$ cat config.mk
export PLATFORM = sky130hd
export DESIGN_NAME = hilbert_index_2d
export DESIGN_NICKNAME = d
export VERILOG_FILES = /design/src/rtl/core/hilidx_pkg.sv /design/src/rtl/core/hilidx_cell.sv /design/src/rtl/core/hilbert_index_2d.sv
export SDC_FILE = /design/constraint.sdc
export NUM_CORES = 2
export LEC_CHECK = 0
export ABC_AREA = 1
export BUFFER_PORTS_ARGS = -buffer_cell sky130_fd_sc_hd__buf_4
export CORE_ASPECT_RATIO = 0.9
export CORE_MARGIN = 3
export CORE_UTILIZATION = 55
export DETAILED_ROUTE_END_ITERATION = 7
export GPL_TIMING_DRIVEN = 0
export HOLD_SLACK_MARGIN = 0.08
export PLACE_DENSITY_LB_ADDON = 0.08
export SKIP_LAST_GASP = 1
export SYNTH_ARGS = -nofsm -noshare
export SYNTH_HDL_FRONTEND = slang
export SYNTH_SLANG_ARGS = --single-unit
$ cat constraint.sdc
create_clock -name aclk -period 89.8 [get_ports aclk]
set_clock_uncertainty 0.05 [all_clocks]
set_input_delay 17.96 -clock aclk [delete_from_list [all_inputs] [get_ports aclk]]
set_output_delay 17.96 -clock aclk [all_outputs]
set_load 0.02 [all_outputs]
$ cat src/rtl/core/hilidx_pkg.sv
// ----------------------------------------------------------------------------
// hilidx_pkg
// Shared types, constants and quadrant tables for the 2-D Hilbert index core.
// ----------------------------------------------------------------------------
package hilidx_pkg;

    localparam int COORD_W           = 32;
    localparam int ORDER_W           = 6;
    localparam int INDEX_W           = 64;
    localparam int DEFAULT_MAX_ORDER = 32;
    localparam logic [ORDER_W-1:0] ORDER_RESET = 6'd16;

    // per-point state handed from cell to cell
    typedef struct packed {
        logic [COORD_W-1:0] x;
        logic [COORD_W-1:0] y;
        logic [ORDER_W-1:0] lv;
        logic [1:0]         rot;
        logic               rev;
        logic               oor;
    } cell_state_t;

    // quadrant from rotation and the x and y bits of one level
    function automatic logic [1:0] quad_of(input logic [1:0] rot, input logic xb,
                                           input logic yb);
        logic [1:0] q;
        case ({rot, xb, yb})
            4'b00_00: q = 2'd0;
            4'b00_01: q = 2'd1;
            4'b00_10: q = 2'd3;
            4'b00_11: q = 2'd2;
            4'b01_00: q = 2'd1;
            4'b01_01: q = 2'd2;
            4'b01_10: q = 2'd0;
            4'b01_11: q = 2'd3;
            4'b10_00: q = 2'd2;
            4'b10_01: q = 2'd3;
            4'b10_10: q = 2'd1;
            4'b10_11: q = 2'd0;
            4'b11_00: q = 2'd3;
            4'b11_01: q = 2'd0;
            4'b11_10: q = 2'd2;
            default:  q = 2'd1;
        endcase
        return q;
    endfunction

    // rotation advance per quadrant
    function automatic logic [1:0] rot_step(input logic [1:0] q);
        logic [1:0] s;
        case (q)
            2'd0:    s = 2'd3;
            2'd3:    s = 2'd1;
            default: s = 2'd0;
        endcase
        return s;
    endfunction

    // quadrants that reverse the sense
    function automatic logic sense_flip(input logic [1:0] q);
        return (q == 2'd0) || (q == 2'd3);
    endfunction

endpackage

$ cat src/rtl/core/hilidx_cell.sv
// ----------------------------------------------------------------------------
// hilidx_cell
// One bit level of the Hilbert walk: picks the quadrant, adds its digit to the
// index and passes the updated rotation and sense to the next cell.
// ----------------------------------------------------------------------------
module hilidx_cell
    import hilidx_pkg::*;
#(
    parameter int MAX_ORDER = DEFAULT_MAX_ORDER,
    parameter int LEVEL     = 0
) (
    input  logic                   aclk,
    input  logic                   aresetn,
    input  logic                   en,
    input  logic                   in_valid,
    input  cell_state_t            in_st,
    input  logic [2*MAX_ORDER-1:0] in_idx,
    output logic                   out_valid,
    output cell_state_t            out_st,
    output logic [2*MAX_ORDER-1:0] out_idx
);

    logic                   valid_reg;
    cell_state_t            st_reg,  st_next;
    logic [2*MAX_ORDER-1:0] idx_reg, idx_next;
    logic                   active;
    logic [1:0]             q;
    logic [1:0]             w;

    assign active = !in_st.oor && (6'(LEVEL) < in_st.lv);
    assign q      = quad_of(in_st.rot, in_st.x[LEVEL], in_st.y[LEVEL]);
    assign w      = in_st.rev ? (2'd3 - q) : q;

    always_comb begin
        st_next  = in_st;
        idx_next = in_idx;
        if (active) begin
            idx_next[2*LEVEL +: 2] = w;
            st_next.rot            = in_st.rot + rot_step(q);
            st_next.rev            = in_st.rev ^ sense_flip(q);
        end
    end

    always_ff @(posedge aclk) begin
        if (!aresetn) begin
            valid_reg <= 1'b0;
        end else if (en) begin
            valid_reg <= in_valid;
        end
    end

    always_ff @(posedge aclk) begin
        if (en) begin
            st_reg  <= st_next;
            idx_reg <= idx_next;
        end
    end

    assign out_valid = valid_reg;
    assign out_st    = st_reg;
    assign out_idx   = idx_reg;

endmodule

$ cat src/rtl/core/hilbert_index_2d.sv
// ----------------------------------------------------------------------------
// hilbert_index_2d
// Maps a point (x, y) on a 2^order square grid to its Hilbert curve position.
// ----------------------------------------------------------------------------
// Points enter on the s_ channel, x in s_tdata[31:0] and y in s_tdata[63:32].
// Each point leaves on the m_ channel with its curve position in m_tdata and
// an out-of-range flag in m_tuser; a flagged point carries position zero.
// The grid order is written through cfg_wen / cfg_wdata while the core is idle;
// orders above MAX_ORDER are clamped to MAX_ORDER.
// The core is a row of MAX_ORDER cells, one per bit level from the top level
// down, each registering the point as it passes, and one point is taken every
// cycle while the receiver does not stall.
// The last cell doubles as the output register. When the receiver stalls,
// the whole row holds and s_tready falls, so nothing is lost or repeated.
// Reset empties the row and sets the order to 16.
// ----------------------------------------------------------------------------
module hilbert_index_2d
    import hilidx_pkg::*;
#(
    parameter int MAX_ORDER = DEFAULT_MAX_ORDER
) (
    input  logic                 aclk,
    input  logic                 aresetn,
    input  logic                 cfg_wen,
    input  logic [ORDER_W-1:0]   cfg_wdata,
    input  logic                 s_tvalid,
    output logic                 s_tready,
    input  logic [2*COORD_W-1:0] s_tdata,   // coord_x, coord_y
    output logic                 m_tvalid,
    input  logic                 m_tready,
    output logic [INDEX_W-1:0]   m_tdata,   // curve_index
    output logic                 m_tuser    // out_of_range
);

    logic [ORDER_W-1:0]     order_reg;
    logic [ORDER_W-1:0]     lv;
    logic [COORD_W-1:0]     cx;
    logic [COORD_W-1:0]     cy;
    logic                   en;

    logic                   stg_valid [MAX_ORDER+1];
    cell_state_t            stg_st    [MAX_ORDER+1];
    logic [2*MAX_ORDER-1:0] stg_idx   [MAX_ORDER+1];

    always_ff @(posedge aclk) begin
        if (!aresetn) begin
            order_reg <= ORDER_RESET;
        end else if (cfg_wen) begin
            order_reg <= cfg_wdata;
        end
    end

    assign lv = (order_reg > 6'(MAX_ORDER)) ? 6'(MAX_ORDER) : order_reg;
    assign cx = s_tdata[COORD_W-1:0];
    assign cy = s_tdata[2*COORD_W-1:COORD_W];

    assign en       = !m_tvalid || m_tready;
    assign s_tready = en && aresetn;

    assign stg_valid[0]  = s_tvalid;
    assign stg_st[0].x   = cx;
    assign stg_st[0].y   = cy;
    assign stg_st[0].lv  = lv;
    assign stg_st[0].rot = 2'd0;
    assign stg_st[0].rev = 1'b0;
    assign stg_st[0].oor = ((cx >> lv) != '0) || ((cy >> lv) != '0);
    assign stg_idx[0]    = '0;

    for (genvar k = 0; k < MAX_ORDER; k++) begin : g_cell
        hilidx_cell #(
            .MAX_ORDER (MAX_ORDER),
            .LEVEL     (MAX_ORDER - 1 - k)
        ) u_cell (
            .aclk      (aclk),
            .aresetn   (aresetn),
            .en        (en),
            .in_valid  (stg_valid[k]),
            .in_st     (stg_st[k]),
            .in_idx    (stg_idx[k]),
            .out_valid (stg_valid[k+1]),
            .out_st    (stg_st[k+1]),
            .out_idx   (stg_idx[k+1])
        );
    end

    assign m_tvalid = stg_valid[MAX_ORDER];
    assign m_tdata  = INDEX_W'(stg_idx[MAX_ORDER]);
    assign m_tuser  = stg_st[MAX_ORDER].oor;

endmodule
* Yosys cells after proc, flatten, opt, wreduce, memory -nomap -nowiden
Memory sizes are Yosys's and may differ from the RTL's. A register that Yosys moved wholly into a read port is not among the register bits.
Cells that the tools add are included.
** Storage, ports and cells
- Output and inout port bits :: 67
- Register bits :: 2397
- ROM bits :: 1024
- Memories kept :: 32
** Cells by class
- Mux-type cells :: 153
- Magnitude comparators :: 33
- Add/subtract/negate cells :: 61
- Reduce and logical (&&, ||, !) cells :: 132
- Eq/ne operators :: 31
- Bitwise operators :: 30
- Shift-type cells :: 2
** Memory list
- (name not given) :: words 16, width 2, read ports 1, clocked after Yosys merged registers in 0, wr ports 0, line hilidx_pkg.sv:27 : case ({rot, xb, yb})
- (name not given) :: words 16, width 2, read ports 1, clocked after Yosys merged registers in 1, wr ports 0, line hilidx_pkg.sv:27
- (name not given) :: words 16, width 2, read ports 1, clocked after Yosys merged registers in 1, wr ports 0, line hilidx_pkg.sv:27
- (name not given) :: words 16, width 2, read ports 1, clocked after Yosys merged registers in 1, wr ports 0, line hilidx_pkg.sv:27
- (name not given) :: words 16, width 2, read ports 1, clocked after Yosys merged registers in 1, wr ports 0, line hilidx_pkg.sv:27
- (name not given) :: words 16, width 2, read ports 1, clocked after Yosys merged registers in 1, wr ports 0, line hilidx_pkg.sv:27
- 26 more memories
** Operator list (count)
- 2-bit case mux with 2 select lines :: 31
- 2-bit two-way mux :: 61
- 4-bit two-way mux :: 30
- 5-bit by 6-bit less-than comparator with 1-bit output, first input constant :: 16
- 3-bit two-way mux :: 30
- 32-bit nonzero test :: 2
- 32-bit by 6-bit right shift with 32-bit output :: 2
- 2-bit == test, second input constant :: 31
- 2-bit logical NOT :: 31
- 2-bit subtractor, first input constant :: 31
- 2-bit adder :: 30
- 4-bit by 6-bit less-than comparator with 1-bit output, first input constant :: 8
- 1-bit logical AND :: 33
- 1-bit logical NOT :: 33
- 1-bit logical OR :: 33
- 1-bit bitwise XOR :: 30
- 3-bit by 6-bit less-than comparator with 1-bit output, first input constant :: 4
- 1-bit by 6-bit less-than comparator with 1-bit output, first input constant :: 2
- 2-bit by 6-bit less-than comparator with 1-bit output, first input constant :: 2
- 6-bit > comparator, second input constant :: 1
- 6-bit two-way mux :: 1

* Depth between registers and ports, before layout
- Word-level depth :: 7
- Depth in mapped cells :: 20

* By module
From an unflattened synthesis, not the netlist that was laid out.
** Second synthesis, totals
- Cells, all modules :: 6776
- Area total of the unflattened synthesis :: 144478.6 µm²
** Modules (own cells, without submodules)
- hilidx_cell (g_cell[25].u_cell ...) :: cells each 198, area each 4453.0 µm², times used 2
- hilidx_cell (g_cell[12].u_cell ...) :: cells each 193, area each 4439.3 µm², times used 2
- hilidx_cell (g_cell[26].u_cell ...) :: cells each 192, area each 4420.5 µm², times used 2
- hilidx_cell (g_cell[9].u_cell) :: cells each 204, area each 4490.6 µm², times used 1
- hilidx_cell (g_cell[11].u_cell) :: cells each 209, area each 4486.8 µm², times used 1
- hilidx_cell (g_cell[23].u_cell) :: cells each 205, area each 4480.5 µm², times used 1
- hilidx_cell (g_cell[15].u_cell) :: cells each 204, area each 4478.0 µm², times used 1
- hilidx_cell (g_cell[7].u_cell) :: cells each 208, area each 4478.0 µm², times used 1
- hilidx_cell (g_cell[13].u_cell) :: cells each 204, area each 4474.3 µm², times used 1
- hilidx_cell (g_cell[5].u_cell) :: cells each 203, area each 4474.3 µm², times used 1
- hilidx_cell (g_cell[14].u_cell) :: cells each 205, area each 4470.5 µm², times used 1
- hilidx_cell (g_cell[3].u_cell) :: cells each 203, area each 4468.0 µm², times used 1
- hilidx_cell (g_cell[21].u_cell) :: cells each 201, area each 4466.8 µm², times used 1
- hilidx_cell (g_cell[10].u_cell) :: cells each 199, area each 4461.8 µm², times used 1
- +16 rows

* Least setup slack after synthesis
Ideal clock, no wire load.
- Kind :: input to register
- From :: input port m_tready
- To :: register g_cell[0].u_cell.idx_reg[62], enable pin
- Required time :: 86106 ps
- Data arrival time :: 82129 ps
- Path buffers :: 3
- Setup slack :: 3977 ps
- Stages :: 5
- Setup time :: 3644 ps
- Cells stage by stage :: nor2_1 > inv_2 > clkbuf_1 > clkbuf_1 > clkbuf_1
** On the way
- Cells in the longest elaborated chain, start to end :: 1
** RTL lines
- start: declaration :: line hilbert_index_2d.sv:30 : input logic m_tready,
- 1-bit logical OR :: line hilbert_index_2d.sv:57 : assign en = !m_tvalid || m_tready;
- end signal: assignment :: line hilidx_cell.sv:55 : idx_reg <= idx_next;
- end: declaration :: line hilidx_cell.sv:25 : logic [2*MAX_ORDER-1:0] idx_reg, idx_next;
No other way between the ends.
A chain may end at the register's enable or synchronous reset.

* Final worst setup path
- From :: input port m_tready
- To :: output port s_tready
** On the way
- Cells in the longest elaborated chain, start to end :: 2
** RTL lines
- 1-bit logical OR :: line hilbert_index_2d.sv:57
- 1-bit logical AND :: line hilbert_index_2d.sv:58 : assign s_tready = en && aresetn;
- end: declaration :: line hilbert_index_2d.sv:27 : output logic s_tready,
No other way between the ends.

==> flow_metrics.tcl <==
set metrics [dict create \
    run_status "finished clean" \
    clk_latency_ns 0.80 \
    r2r-end "g_cell[2].u_cell.out_st[51]" \
    netlist_area_um2 82900 \
    startpoint_type "input pin" \
    finalCritPeriodShare_pct 43.6 \
    yosysTopAreaCell "edfxtp_1" \
    antenna_found_initial 7 \
    yosysWarnings 0 \
    drive_above_1_share_pct 11.2 \
    path_cells "buf_4, nor2_1, clkbuf_1, clkbuf_1, buf_2, nor2_1, buf_4" \
    grt_pass1_wl_um 189000 \
    cts_tree "done" \
    mostFrequentLayoutCell "edfxtp_1" \
    die-area_um2 155000 \
    cts_hold_buffers 0 \
    synthXorXnorAreaFrac_pct 2.51 \
    crit_required_ns 71.79 \
    critPathArrivalTime_ns 21.17 \
    slew_headroom_pct 6.95 \
    grt_max_degree 75 \
    rsz0062_at_grt "no" \
    routedWlPerCell_um 17.8 \
    slowest_stage "clkbuf_1" \
    fp-row-count 134 \
    slew_violations 0 \
    fp.dieW_um 415 \
    async_flop_share_pct 0 \
    avgSynthCellArea_um2 19.1 \
    whs_endpoint "g_cell[6].u_cell.out_st[12]" \
    start_util_pct 55.6 \
    synthCells 4344 \
    ys_ff_latch 2456 \
    r2r_cells 12 \
    min_from "g_cell[5].u_cell.out_st[12]" \
    cts_resized 0 \
    cap_viol_max_count 0 \
    die_y_um 374 \
    overflow 0 \
    min_path_type "flop to flop" \
    htreeDepth 4 \
    design_area_um2 94700 \
    nets 4884 \
    worstSetupEndpointType "output port" \
    synthSimpleGateAreaFrac_pct 4.92 \
    holdWs_ns 0.315 \
    setup_viol 0 \
    criticalPathCategory "input pin to output port" \
    area_delta_synth_final_pct 14.2 \
    fmax_ghz 0.0255 \
    power.density_nw_per_um2 24.5 \
    drt_first_pass_iters 5 \
    first_global_vias 33300 \
    ant_nets 0 \
    core_um2 149000 \
    dpl_cell_area_um2 87500 \
    place.gp.congestion 0.812 \
    reg2reg_from "g_cell[31].u_cell.out_valid" \
    synthMuxAreaShare_pct 0.954 \
    grtUsageTotal_pct 15.9 \
    cts-root-to-sink-buffers 3 \
    hold_violations 0 \
    ys.flop_type "edfxtp_1" \
    max_stage_delay_ns 1.08 \
    vias 34300 \
    synth-edff-count 2358 \
    synth-seq-area-share_pct 87.8 \
    path_clk_slew_ns 0.06 \
    vias_per_cell 4.96 \
    drt_iter0_markers 2564 \
    final_cell_mix "2358 x edfxtp_1, 480 x nand2_1, 267 x inv_1" \
    r2r_slack_ns 83.91 \
    fin_tns_setup_ns 0 \
    vdd_drop_max_mv 0.0211 \
    total_power_mw 2.32 \
    drc_errors 0 \
    synth_top_family_by_area "simple AND/OR/NAND/NOR gates" \
    worst-path-max-fanout 10 \
    netlist.area_leader.share_pct 85.4 \
    period_needed_ns 39.18 \
    postCtsSetupRepairBufs 0 \
    tightest_slew_ns 1.40 \
    netlist_top_cells_area "edfxtp_1 85%, dfxtp_1 2.4%, nand2_1 2.2%, nand3_1 1.4%, xnor2_1 1.3%" \
    synth_cell_types 41 \
    hold_depth 0 \
    synth-adder-area-share_pct 0.921 \
    cts_made_buffers 223 \
    synth_nets 4480 \
    cts_root_buf "clkbuf_16" \
    clock_sinks 2456 \
    dp.final_hpwl_um 77500 \
    wl_um 123000 \
    numPortBuffers 140 \
    largest_reg_flops 1302 \
    synth_compound_area_share_pct 1.22 \
    num_io_pins 142 \
    power_leakage_nw 38.3 \
]
## layout make-up
type                       count  area (um^2)
clock inverter               120         1300
inverter                     273         1020
multi-input combinational   1539         8730
clock buffer                 289         5940
timing repair buffer         179         2090
fill                       10400        54400
antenna                        1         2.50
buffer                        76          373
sequential                  2456        72800
tap                         1972         2470
## worst max-delay path, delay by kind of cell
kind	cells	cell delay, ns
simple gates	2	0.51
buf+inv	5	2.66
## cell usage after synthesis, types with 2 or more instances
master / instances
edfxtp_1: 2358
inv_2: 6
a31oi_1: 9
buf_2: 22
a211o_1: 2
buf_6: 4
o31ai_1: 2
clkbuf_1: 34
nand2_1: 480
nor4_1: 2
or2_2: 8
nand2_2: 3
and2_1: 5
mux2i_1: 79
a31o_2: 2
o211ai_1: 5
xor2_1: 115
nand3b_1: 6
inv_1: 267
a21oi_1: 22
nand3_1: 228
o21ai_1: 7
o21bai_1: 6
ha_1: 61
a21o_1: 4
nor3_1: 6
xnor2_1: 123
o21a_1: 2
nand4_1: 12
dfxtp_1: 98
buf_1: 9
o21ai_0: 121
nor2_1: 222
buf_4: 7
## worst max path at each step
stage | start | endpoint | slack (ns) | cells past startpoint
after global placement | m_tready | g_cell[31].u_cell.out_valid | -23.61 | 7
final | m_tready | s_tready | 50.62 | 7
after CTS | m_tready | s_tready | 50.45 | 7
after global routing | m_tready | s_tready | 50.48 | 7
after detailed placement | m_tready | s_tready | 50.46 | 7
after floorplan | m_tready | g_cell[0].u_cell.out_idx[62] | 3.98 | 5
## metal layers
| metal | wire length [um] | track usage [%] | up-vias | part of all wire [%] |
|---|---|---|---|---|
| li1 | - | - | 16800 | - |
| met2 | 59000 | 25.5 | 612 | 48 |
| met4 | 2970 | 5.13 | 6 | 2.4 |
| met1 | 54800 | 21.8 | 16600 | 45 |
| met3 | 5840 | 3.75 | 203 | 4.8 |
| met5 | 44 | 0 | - | 0.036 |
## cells by family after synthesis
family | count (synthesis)
buffers and inverters | 349
flip-flops | 2456
multiplexers | 79
adder cells (fa/ha/maj) | 61
AO/OA/AOI/OAI | 185
XOR/XNOR | 238
AND/OR/NAND/NOR | 976
## through the flow
| step | setup slack (ns) | std cells | utilization [%] |
|---|---|---|---|
| 2_1_floorplan | 3.98 | 4344 | - |
| 3_3_place_gp | -23.61 | 6456 | 58.0 |
| 3_5_place_dp | 50.46 | 6495 | 58.7 |
| 4_1_cts | 50.45 | 6904 | 63.5 |
| 5_1_grt | 50.48 | 6904 | 63.5 |
| 6_report | 50.62 | 6905 | 63.5 |
## power by group
group	leakage, nW	internal, mW	total, mW	switching (mW)
combinational	6.94	0.0347	0.0846	0.0499
sequential	27.8	1.30	1.32	0.0207
clock	3.53	0.530	0.912	0.382
total	38.3	1.87	2.32	0.452
Note: power is estimated with default switching activity, not from simulation.
